`config.mk`:
```
export PLATFORM = sky130hd
export DESIGN_NAME = mod_list_response_parser
export DESIGN_NICKNAME = d
export VERILOG_FILES = /design/src/sv/mlrp_pkg.sv /design/src/sv/mlrp_front.sv /design/src/sv/mlrp_fifo.sv /design/src/sv/mlrp_back.sv /design/src/sv/mod_list_response_parser.sv
export SDC_FILE = /design/constraint.sdc
export NUM_CORES = 1
export LEC_CHECK = 0
export ABC_AREA = 0
export BUFFER_PORTS_ARGS = -buffer_cell sky130_fd_sc_hd__buf_2
export CORE_MARGIN = 2
export CORE_UTILIZATION = 50
export DETAILED_ROUTE_END_ITERATION = 6
export HOLD_SLACK_MARGIN = 0.08
export PLACE_DENSITY_LB_ADDON = 0.12
export SYNTH_ARGS = -nofsm -noshare
export SYNTH_HDL_FRONTEND = slang
export SYNTH_SLANG_ARGS = --single-unit
```
`constraint.sdc`:
```
create_clock -name clk -period 8.85 [get_ports clk]
set_input_delay 1.3275 -clock clk [delete_from_list [all_inputs] [get_ports clk]]
set_output_delay 1.3275 -clock clk [all_outputs]
set_load 0.005 [all_outputs]
```
`src/sv/mlrp_pkg.sv`:
```
// Package for the mod list response parser.
// Holds the shared types, phase and sequencer codes, and the byte class helper.
// No dependencies.
package mlrp_pkg;

  localparam int unsigned QDEPTH = 4;
  localparam int unsigned QAW = 2;
  localparam logic [2:0] HDR_BYTES = 3'd6;
  localparam logic [31:0] ID_LIMIT = 32'h3b9a_ca00;
  localparam logic [3:0] ID_LEN_MASK = 4'hf;
  localparam logic [7:0] PRINT_LO = 8'h20;
  localparam logic [7:0] PRINT_HI = 8'h7e;

  typedef enum logic [3:0] {
    PH_HDR, PH_HASH, PH_IDLEN, PH_ID, PH_IDX, PH_SKIP, PH_NLEN, PH_NAME, PH_DONE
  } phase_t;

  typedef enum logic [1:0] {
    SQ_MAIN, SQ_REPLAY, SQ_FLUSH, SQ_STATUS
  } seq_t;

  typedef enum logic [1:0] {
    KIND_COUNT, KIND_HEADER, KIND_CHAR, KIND_STATUS
  } kind_t;

  typedef enum logic [1:0] {
    ST_OK, ST_SHORT, ST_TRUNC
  } status_t;

  // one queued input beat, already classified
  typedef struct packed {
    logic [7:0] data;
    logic       eor;
    logic       prt;
  } qentry_t;

  typedef struct packed {
    kind_t       kind;
    logic [7:0]  mod_count;
    logic [7:0]  mod_index;
    logic [31:0] mod_id;
    logic [7:0]  decl_len;
    logic [7:0]  char_pos;
    logic [6:0]  char_value;
    status_t     status;
    logic        last;
  } result_t;

  typedef struct packed {
    phase_t      phase;
    logic [3:0]  byte_cnt;
    logic [7:0]  mods_left;
    logic [7:0]  cur_mod;
    logic [3:0]  id_len;
    logic [7:0]  name_len;
    logic [7:0]  name_pos;
    logic [2:0]  total_bytes;
    logic [31:0] id_val;
  } pst_t;

  localparam pst_t PST_RESET = '{
    phase: PH_HDR, byte_cnt: 4'd0, mods_left: 8'd0, cur_mod: 8'd0, id_len: 4'd0,
    name_len: 8'd0, name_pos: 8'd0, total_bytes: 3'd0, id_val: 32'd0
  };

  typedef struct packed {
    pst_t       nst;
    logic       emit;
    result_t    res;
    logic       la_we;
    logic [2:0] la_idx;
    logic       rep_go;
    logic [1:0] rep_start;
    logic [2:0] rep_n;
  } feed_t;

  function automatic logic is_printable(input logic [7:0] b);
    return (b >= PRINT_LO) && (b <= PRINT_HI);
  endfunction

endpackage

```
`src/sv/mlrp_front.sv`:
```
// Input side of the parser: takes beats and tags each byte with its class.
// Depends on mlrp_pkg; feeds mlrp_fifo.
module mlrp_front (
  input  logic              in_tvalid,
  output logic              in_tready,
  input  logic [7:0]        in_tdata,
  input  logic              in_tlast,
  input  logic              q_full,
  output logic              q_push,
  output mlrp_pkg::qentry_t q_entry
);
  import mlrp_pkg::*;

  assign in_tready    = !q_full;
  assign q_push       = in_tvalid && !q_full;
  assign q_entry.data = in_tdata;
  assign q_entry.eor  = in_tlast;
  assign q_entry.prt  = is_printable(in_tdata);

endmodule

```
`src/sv/mlrp_fifo.sv`:
```
// Short queue between the front and back halves of the parser.
// Depends on mlrp_pkg for the entry type and depth.
module mlrp_fifo (
  input  logic              clk,
  input  logic              rst_n,
  input  logic              push,
  input  mlrp_pkg::qentry_t wr_entry,
  output logic              full,
  input  logic              pop,
  output mlrp_pkg::qentry_t head,
  output logic              not_empty
);
  import mlrp_pkg::*;

  qentry_t        mem_r [QDEPTH];
  logic [QAW-1:0] wr_ptr_r, rd_ptr_r;
  logic [QAW:0]   cnt_r, cnt_nxt;
  logic           do_push, do_pop;

  assign full      = (cnt_r == (QAW+1)'(QDEPTH));
  assign not_empty = (cnt_r != '0);
  assign do_push   = push && !full;
  assign do_pop    = pop && not_empty;
  assign head      = mem_r[rd_ptr_r];

  always_comb begin
    cnt_nxt = cnt_r;
    if (do_push && !do_pop) begin
      cnt_nxt = cnt_r + 1'b1;
    end else if (do_pop && !do_push) begin
      cnt_nxt = cnt_r - 1'b1;
    end
  end

  always_ff @(posedge clk) begin
    if (!rst_n) begin
      wr_ptr_r <= '0;
      rd_ptr_r <= '0;
      cnt_r    <= '0;
    end else begin
      cnt_r <= cnt_nxt;
      if (do_push) begin
        wr_ptr_r <= wr_ptr_r + 1'b1;
      end
      if (do_pop) begin
        rd_ptr_r <= rd_ptr_r + 1'b1;
      end
    end
  end

  always_ff @(posedge clk) begin
    if (do_push) begin
      mem_r[wr_ptr_r] <= wr_entry;
    end
  end

endmodule

```
`src/sv/mlrp_back.sv`:
```
// Back half of the parser: field decoder, id byte replay sequencer and result register.
// Depends on mlrp_pkg; reads from mlrp_fifo.
module mlrp_back #(
  parameter int unsigned LOOKAHEAD_BYTES = 8
) (
  input  logic              clk,
  input  logic              rst_n,
  input  logic              q_valid,
  input  mlrp_pkg::qentry_t q_head,
  output logic              q_pop,
  output logic              out_tvalid,
  input  logic              out_tready,
  output mlrp_pkg::result_t out_res
);
  import mlrp_pkg::*;

  localparam int unsigned LA_AW = $clog2(LOOKAHEAD_BYTES);

  seq_t       seq_r, seq_nxt;
  pst_t       st_r, st_nxt;
  logic [7:0] la_r [LOOKAHEAD_BYTES];
  logic       la_we;
  result_t    hold_r, hold_nxt;
  logic       hold_v_r, hold_v_nxt;
  logic [1:0] rep_idx_r, rep_idx_nxt;
  logic [2:0] rep_left_r, rep_left_nxt;
  logic       eor_r, eor_nxt;
  logic       out_valid_r;
  result_t    out_res_r;
  logic       adv, push;
  result_t    push_res;
  logic [7:0] fd_byte;
  logic       fd_prt;
  feed_t      fd;

  function automatic pst_t finish_mod(input pst_t s);
    pst_t       n;
    logic [7:0] ml;
    n           = s;
    ml          = s.mods_left - 8'd1;
    n.cur_mod   = s.cur_mod + 8'd1;
    n.mods_left = ml;
    n.byte_cnt  = 4'd0;
    n.phase     = (ml == 8'd0) ? PH_DONE : PH_HASH;
    return n;
  endfunction

  function automatic result_t mk_status(input pst_t s);
    result_t r;
    r      = '0;
    r.kind = KIND_STATUS;
    r.last = 1'b1;
    if (s.phase == PH_DONE) begin
      r.status = ST_OK;
    end else if ((s.phase == PH_HDR) && (s.total_bytes < HDR_BYTES)) begin
      r.status = ST_SHORT;
    end else begin
      r.status = ST_TRUNC;
    end
    return r;
  endfunction

  // one byte through the field decoder
  function automatic feed_t feed(input pst_t s, input logic [7:0] b, input logic prt,
                                 input logic [7:0] l0, input logic [7:0] l1,
                                 input logic [7:0] l2);
    feed_t       f;
    logic [31:0] v;
    logic [3:0]  bc1;
    logic [7:0]  pos1;
    f   = '0;
    f.nst = s;
    v   = {b, l2, l1, l0};
    bc1 = s.byte_cnt + 4'd1;
    case (s.phase)
      PH_HDR: begin
        if (s.total_bytes < HDR_BYTES) begin
          f.nst.total_bytes = s.total_bytes + 3'd1;
        end else begin
          f.nst.mods_left = b;
          f.nst.cur_mod   = 8'd0;
          f.nst.byte_cnt  = 4'd0;
          f.emit          = 1'b1;
          f.res.kind      = KIND_COUNT;
          f.res.mod_count = b;
          f.nst.phase     = (b != 8'd0) ? PH_HASH : PH_DONE;
        end
      end
      PH_HASH: begin
        f.nst.byte_cnt = bc1;
        if (bc1 >= 4'd4) begin
          f.nst.byte_cnt = 4'd0;
          f.nst.phase    = PH_IDLEN;
        end
      end
      PH_IDLEN: begin
        f.nst.id_len   = b[3:0] & ID_LEN_MASK;
        f.nst.byte_cnt = 4'd0;
        f.nst.phase    = PH_ID;
      end
      PH_ID: begin
        f.la_we        = 1'b1;
        f.la_idx       = {1'b0, s.byte_cnt[1:0]};
        f.nst.byte_cnt = bc1;
        if (bc1 >= 4'd4) begin
          f.nst.id_val = v;
          if (v < ID_LIMIT) begin
            f.nst.phase = PH_IDX;
          end else if (s.id_len < 4'd4) begin
            // short id: the unused id bytes go back through the decoder
            f.rep_go    = 1'b1;
            f.rep_start = s.id_len[1:0];
            f.rep_n     = 3'(4'd4 - s.id_len);
            f.nst.phase = PH_NLEN;
          end else if (s.id_len == 4'd4) begin
            f.nst.phase = PH_NLEN;
          end else begin
            f.nst.byte_cnt = s.id_len - 4'd4;
            f.nst.phase    = PH_SKIP;
          end
        end
      end
      PH_IDX: begin
        f.la_we        = 1'b1;
        f.la_idx       = s.byte_cnt[2:0];
        f.nst.byte_cnt = bc1;
        if (bc1 >= 4'd8) begin
          f.nst.id_val = v;
          f.nst.phase  = PH_NLEN;
        end
      end
      PH_SKIP: begin
        if (s.byte_cnt != 4'd0) begin
          f.nst.byte_cnt = s.byte_cnt - 4'd1;
        end
        if (f.nst.byte_cnt == 4'd0) begin
          f.nst.phase = PH_NLEN;
        end
      end
      PH_NLEN: begin
        f.nst.name_len    = b;
        f.nst.name_pos    = 8'd0;
        f.emit            = 1'b1;
        f.res.kind        = KIND_HEADER;
        f.res.mod_index   = s.cur_mod;
        f.res.mod_id      = s.id_val;
        f.res.decl_len    = b;
        if (b == 8'd0) begin
          f.nst = finish_mod(f.nst);
        end else begin
          f.nst.phase = PH_NAME;
        end
      end
      PH_NAME: begin
        pos1 = s.name_pos;
        if (prt) begin
          f.emit         = 1'b1;
          f.res.kind     = KIND_CHAR;
          f.res.mod_index = s.cur_mod;
          f.res.char_pos = s.name_pos;
          f.res.char_value = b[6:0];
          pos1 = s.name_pos + 8'd1;
        end else if (s.name_pos == 8'd0) begin
          // unprintable first position still takes a slot
          f.emit          = 1'b1;
          f.res.kind      = KIND_CHAR;
          f.res.mod_index = s.cur_mod;
          pos1 = 8'd1;
        end
        f.nst.name_pos = pos1;
        if (pos1 >= s.name_len) begin
          f.nst = finish_mod(f.nst);
        end
      end
      default: begin
      end
    endcase
    return f;
  endfunction

  assign adv = !out_valid_r || out_tready;

  always_comb begin
    if (seq_r == SQ_REPLAY) begin
      fd_byte = la_r[LA_AW'(rep_idx_r)];
      fd_prt  = is_printable(fd_byte);
    end else begin
      fd_byte = q_head.data;
      fd_prt  = q_head.prt;
    end
    fd = feed(st_r, fd_byte, fd_prt, la_r[0], la_r[1], la_r[2]);
  end

  // sequencer next state
  always_comb begin
    seq_nxt = seq_r;
    case (seq_r)
      SQ_MAIN: begin
        if (q_valid && adv) begin
          if (fd.rep_go) begin
            seq_nxt = SQ_REPLAY;
          end else if (fd.emit && q_head.eor) begin
            seq_nxt = SQ_STATUS;
          end
        end
      end
      SQ_REPLAY: begin
        if (adv && (rep_left_r == 3'd1)) begin
          seq_nxt = SQ_FLUSH;
        end
      end
      SQ_FLUSH: begin
        if (adv) begin
          seq_nxt = eor_r ? SQ_STATUS : SQ_MAIN;
        end
      end
      SQ_STATUS: begin
        if (adv) begin
          seq_nxt = SQ_MAIN;
        end
      end
      default: seq_nxt = SQ_MAIN;
    endcase
  end

  // sequencer outputs and datapath updates
  always_comb begin
    q_pop        = 1'b0;
    push         = 1'b0;
    push_res     = '0;
    st_nxt       = st_r;
    la_we        = 1'b0;
    hold_nxt     = hold_r;
    hold_v_nxt   = hold_v_r;
    rep_idx_nxt  = rep_idx_r;
    rep_left_nxt = rep_left_r;
    eor_nxt      = eor_r;
    case (seq_r)
      SQ_MAIN: begin
        if (q_valid && adv) begin
          q_pop   = 1'b1;
          st_nxt  = fd.nst;
          la_we   = fd.la_we;
          eor_nxt = q_head.eor;
          if (fd.rep_go) begin
            rep_idx_nxt  = fd.rep_start;
            rep_left_nxt = fd.rep_n;
          end else if (fd.emit) begin
            push          = 1'b1;
            push_res      = fd.res;
            push_res.last = !q_head.eor;
          end else if (q_head.eor) begin
            push     = 1'b1;
            push_res = mk_status(fd.nst);
            st_nxt   = PST_RESET;
          end
        end
      end
      SQ_REPLAY: begin
        if (adv) begin
          st_nxt       = fd.nst;
          rep_idx_nxt  = rep_idx_r + 2'd1;
          rep_left_nxt = rep_left_r - 3'd1;
          // which replay result is the last one is known only at the end
          if (fd.emit) begin
            if (hold_v_r) begin
              push     = 1'b1;
              push_res = hold_r;
            end
            hold_nxt   = fd.res;
            hold_v_nxt = 1'b1;
          end
        end
      end
      SQ_FLUSH: begin
        if (adv) begin
          push          = 1'b1;
          push_res      = hold_r;
          push_res.last = !eor_r;
          hold_v_nxt    = 1'b0;
        end
      end
      SQ_STATUS: begin
        if (adv) begin
          push     = 1'b1;
          push_res = mk_status(st_r);
          st_nxt   = PST_RESET;
        end
      end
      default: begin
      end
    endcase
  end

  always_ff @(posedge clk) begin
    if (!rst_n) begin
      seq_r       <= SQ_MAIN;
      st_r        <= PST_RESET;
      hold_v_r    <= 1'b0;
      rep_idx_r   <= 2'd0;
      rep_left_r  <= 3'd0;
      eor_r       <= 1'b0;
      out_valid_r <= 1'b0;
    end else begin
      seq_r      <= seq_nxt;
      st_r       <= st_nxt;
      hold_v_r   <= hold_v_nxt;
      rep_idx_r  <= rep_idx_nxt;
      rep_left_r <= rep_left_nxt;
      eor_r      <= eor_nxt;
      if (push) begin
        out_valid_r <= 1'b1;
      end else if (out_tready) begin
        out_valid_r <= 1'b0;
      end
    end
  end

  always_ff @(posedge clk) begin
    hold_r <= hold_nxt;
    if (push) begin
      out_res_r <= push_res;
    end
    if (la_we) begin
      la_r[LA_AW'(fd.la_idx)] <= fd_byte;
    end
  end

  assign out_tvalid = out_valid_r;
  assign out_res    = out_res_r;

`ifndef SYNTHESIS
  a_flush_has_hold: assert property (@(posedge clk) disable iff (!rst_n)
    (seq_r == SQ_FLUSH) |-> hold_v_r)
    else $error("flush with no held result");

  a_replay_count: assert property (@(posedge clk) disable iff (!rst_n)
    (seq_r == SQ_REPLAY) |-> (rep_left_r != 3'd0))
    else $error("replay state with nothing left to replay");

  a_hold_scope: assert property (@(posedge clk) disable iff (!rst_n)
    hold_v_r |-> ((seq_r == SQ_REPLAY) || (seq_r == SQ_FLUSH)))
    else $error("held result outside replay");

  a_status_resets: assert property (@(posedge clk) disable iff (!rst_n)
    (push && (push_res.kind == KIND_STATUS)) |=> (st_r.phase == PH_HDR && seq_r == SQ_MAIN))
    else $error("parser not back at header after end status");

  a_push_slot_free: assert property (@(posedge clk) disable iff (!rst_n)
    push |-> (!out_valid_r || out_tready))
    else $error("result pushed over an unaccepted one");
`endif

endmodule

```
`src/sv/mod_list_response_parser.sv`:
```
// Top level of the mod list response parser: front, queue and back halves.
// Depends on mlrp_pkg, mlrp_front, mlrp_fifo and mlrp_back.
//
//  channel | dir | tdata                                   | tuser | tlast
//  in_     | in  | data_byte                               | -     | end_of_response
//  out_    | out | mod_count, mod_index, mod_id,           | kind  | last_result
//          |     | decl_len, char_pos, char_value,         |       |
//          |     | status                                  |       |
//
// One byte per cycle unless the output stalls or the back sequencer is busy; a byte is
// registered into the queue, and its result then into the result register.
// An end byte that also yields a result gives the result, then the end status.
// A short id of length L below 4, valued at or above ID_LIMIT, replays 4 - L id bytes,
// then releases the final replayed result; these steps run in the back sequencer.
// rst_n is synchronous; a 4-entry queue lets input beats land while out_tready is low.
module mod_list_response_parser #(
  parameter int unsigned LOOKAHEAD_BYTES = 8
) (
  input  logic        clk,
  input  logic        rst_n,
  input  logic        in_tvalid,
  output logic        in_tready,
  input  logic [7:0]  in_tdata,   // [7:0] data_byte
  input  logic        in_tlast,
  output logic        out_tvalid,
  input  logic        out_tready,
  output logic [79:0] out_tdata,  // mod_count, mod_index, mod_id, decl_len,
                                  // char_pos, char_value, status, zero pad
  output logic [1:0]  out_tuser,  // [1:0] kind
  output logic        out_tlast
);
  import mlrp_pkg::*;

  logic    q_full, q_push, q_pop, q_valid;
  qentry_t q_entry, q_head;
  result_t res;

  mlrp_front u_front (
    .in_tvalid (in_tvalid),
    .in_tready (in_tready),
    .in_tdata  (in_tdata),
    .in_tlast  (in_tlast),
    .q_full    (q_full),
    .q_push    (q_push),
    .q_entry   (q_entry)
  );

  mlrp_fifo u_fifo (
    .clk       (clk),
    .rst_n     (rst_n),
    .push      (q_push),
    .wr_entry  (q_entry),
    .full      (q_full),
    .pop       (q_pop),
    .head      (q_head),
    .not_empty (q_valid)
  );

  mlrp_back #(
    .LOOKAHEAD_BYTES (LOOKAHEAD_BYTES)
  ) u_back (
    .clk        (clk),
    .rst_n      (rst_n),
    .q_valid    (q_valid),
    .q_head     (q_head),
    .q_pop      (q_pop),
    .out_tvalid (out_tvalid),
    .out_tready (out_tready),
    .out_res    (res)
  );

  assign out_tdata = {7'd0, res.status, res.char_value, res.char_pos, res.decl_len,
                      res.mod_id, res.mod_index, res.mod_count};
  assign out_tuser = res.kind;
  assign out_tlast = res.last;

endmodule
```
==> results_dict.tcl <==
set metrics [dict create \
    setup_viol 0 \
    seq_power_share 0.442 \
    finalCriticalPeriod_ns 5.34 \
    clk_pin_slew_ns 0.06 \
    cp.required_ns 9.23 \
    wire_per_inst_um 20.8 \
    first_pass_iters 6 \
    rr_endpoint "u_back.st_r[58]" \
    globalplace.congestion 0.955 \
    status "complete, no violations" \
    drtIter0Drc 982 \
    coreArea_um2 28600 \
    cts_resized 0 \
    synth_edf_count 221 \
    track_usage 0.235 \
    synth_cell_types 85 \
    finalClockSkew_ns 0.0171 \
    syn_inst 1229 \
    end_kind "flop" \
    min_path_type "flop to flop" \
    drc 0 \
    power.internal_mw 3.01 \
    htree_levels 2 \
    finalPower_mw 4.24 \
    finalNetCount 1340 \
    insertion_delay_ns 0.53 \
    grt_overflow 0 \
    rows 62 \
    via_per_inst 5.92 \
    final_cell_mix "edfxtp_1 (221), a22o_1 (100), dfxtp_1 (100)" \
    synth_fa_ha_area_frac 0.0256 \
    synth_xor_area_frac 0.0103 \
    yosys.area_share.simple 0.132 \
    via_count 10126 \
    drive_above_1_share 0.151 \
    syn_avg_cell_area_um2 11.8 \
    areaGrowthSynthToFinish_pct 13.6 \
    tritoncts "yes" \
    post_cts_buffers 0 \
    power_density_nw_per_um2 258 \
    hold_buffers 0 \
    p_leak_nw 6.23 \
    whs_endpoint "u_back.st_r[48]" \
    cts_num_sinks 321 \
    worstSetupStartpointType "flop" \
    syn_area_um2 14500 \
    synth_ff_type "edfxtp_1" \
    dp_hpwl_um 24500 \
    cts_buffer_depth 3 \
    hold_depth 2 \
    final_common_cell "edfxtp_1" \
    antenna_found_initial 1 \
    die_area_um2 30400 \
    die_h_um 174 \
    cap_violations 0 \
    port_buffers 90 \
    worstSetupPathType "flop to flop" \
    async_flop_share 0 \
    ys_seq_area_frac 0.596 \
    clock.fmax_ghz 0.187 \
    grt_pass1_wl_um 55800 \
    diodes 0 \
    synth_mux_area_frac 0.0309 \
    fin_crit_sh 0.604 \
    finalHoldViolCount 0 \
    p_switching_mw 1.23 \
    yosysWarnings 0 \
    switching_share 0.290 \
    cts-buffers-inserted 36 \
    grt_pass1_vias 9551 \
    drt-total-wl_um 35600 \
    reg2reg_setup_slack_ns 3.51 \
    placed_cells 1644 \
    synth-seq-cells 321 \
    power_frac_comb 0.194 \
    synth_top_family_by_area "compound AO/OA/AOI/OAI gates" \
    detail-route-antenna-nets 0 \
    p_clk_frac 0.364 \
    synth-compound-area-share 0.164 \
    stdcell_count 1710 \
    die_w_um 174 \
    relSlewSlack 0.165 \
    worstHoldStart "u_back.st_r[48]" \
    crit_fanout 19 \
    setup_tns_ns 0 \
    grt_max_degree 76 \
    rr_worst_depth 16 \
    peakVddDrop_uv 233 \
    initial_core_util 0.506 \
    rsz0062_at_grt "no" \
    tightest_slew_ns 1.25 \
    finalMaxSlewViolations 0 \
    cts_root_buffer "clkbuf_16" \
    boundaryPins 98 \
    crit_arrival_ns 5.72 \
]
area by class of cell:
class	count	area, um^2
fill	2439	12200
clock buffer	47	1010
multi-input combinational	785	5330
sequential	321	8640
tap	384	480
clock inverter	19	241
inverter	46	173
timing repair buffer	108	586
per-stage QoR:
step	area, um^2	setup slack [ns]	util	hold slack, ns
2_1_floorplan	14500	0.227	-	0.425
3_3_place_gp	15200	3.70	0.531	0.447
3_5_place_dp	15200	3.61	0.531	0.449
4_1_cts	16500	3.60	0.575	0.463
5_1_grt	16500	3.20	0.575	0.481
6_report	16500	3.51	0.575	0.467
power groups by stage:
| stage | logic, mW | clock network [mW] | registers [mW] |
|---|---|---|---|
| 2_1_floorplan | 0.449 | 0 | 1.95 |
| 3_3_place_gp | 0.813 | 0 | 1.91 |
| 3_5_place_dp | 0.822 | 0 | 1.91 |
| 4_1_cts | 0.827 | 1.57 | 1.88 |
| 5_1_grt | 0.891 | 1.63 | 1.89 |
| 6_report | 0.821 | 1.55 | 1.87 |
worst max path at each step:
stage	to	start	slack, ns	depth (start not counted)
2_1_floorplan	u_back.out_res[0]	out_tready	0.23	7
3_3_place_gp	u_back.st_r[58]	flop	3.70	16
3_5_place_dp	u_back.st_r[58]	flop	3.61	16
4_1_cts	u_back.st_r[58]	flop	3.60	16
5_1_grt	u_back.st_r[58]	flop	3.20	16
6_report	u_back.st_r[58]	flop	3.51	16
routing by layer:
layer  share of wire  track usage  up-vias
li1                -            -     4797
met1            0.48        0.364     4895
met2            0.42        0.337      365
met3           0.066       0.0398       67
met4           0.027       0.0718        2
met5         0.00037            0        -
sequential cells by signal, indices dropped and copies added, names as in the netlist, named ones only:
name / count
u_back.out_res: 76
u_back.rep_idx_r: 2
u_fifo.cnt_r: 3
u_back.out_tvalid: 1
u_back.la_r: 32
u_back.st_r: 79
u_back.rep_left_r: 3
u_back.eor_r: 1
u_fifo.mem_r: 40
u_fifo.rd_ptr_r: 2
u_back.hold_r: 73
u_back.hold_v_r: 1
u_back.seq_r: 2
u_fifo.wr_ptr_r: 2
synth_stat cells, drive strengths merged, types with 4 or more instances:
cell type	n	area, um^2
a211oi	11	92.6
a21oi	57	285
a221oi	11	131
a22o	100	876
a311oi	4	41.3
a31oi	6	37.5
and2	20	125
and3	54	338
buf	35	231
clkbuf	48	180
dfxtp	100	2000
edfxtp	221	6640
ha	28	350
inv	45	169
mux2	8	90.1
mux2i	20	200
mux4	7	158
nand2	76	285
nand2b	13	88.8
nand3	24	125
nand3b	6	45.0
nand4	12	75.1
nand4b	5	43.8
nor2	93	359
nor2b	4	25.0
nor3	32	171
nor3b	5	37.5
nor4	7	43.8
o21a	9	67.6
o21ai	67	339
o22ai	12	75.1
o311ai	4	35.0
o31ai	8	70.1
or3	10	62.6
xnor2	12	105
xor2	5	43.8
worst max-delay path, cell delays in order, from the launching register on:
cell      delay, ns
dfxtp_1        0.83
mux4_2         0.47
or3_1          0.40
o21ai_0        0.25
buf_4          0.23
nand4_1        0.27
or2_2          0.40
xnor2_1        0.14
ha_1           0.31
nand2_1        0.06
nor4_1         0.26
a21oi_1        0.17
and2_1         0.23
a21oi_1        0.33
nand2_1        0.13
a221oi_1       0.56
o22ai_1        0.16
logic make-up after synthesis:
kind of cell	Yosys count
buffers and inverters	129
and+or+nand+nor	372
adders and majority gates	29
xor gates and xnor gates	17
AOI/OAI and AO/OA	325
muxes	35
other	1
DFF	321
(Power assumes the default switching activity.)
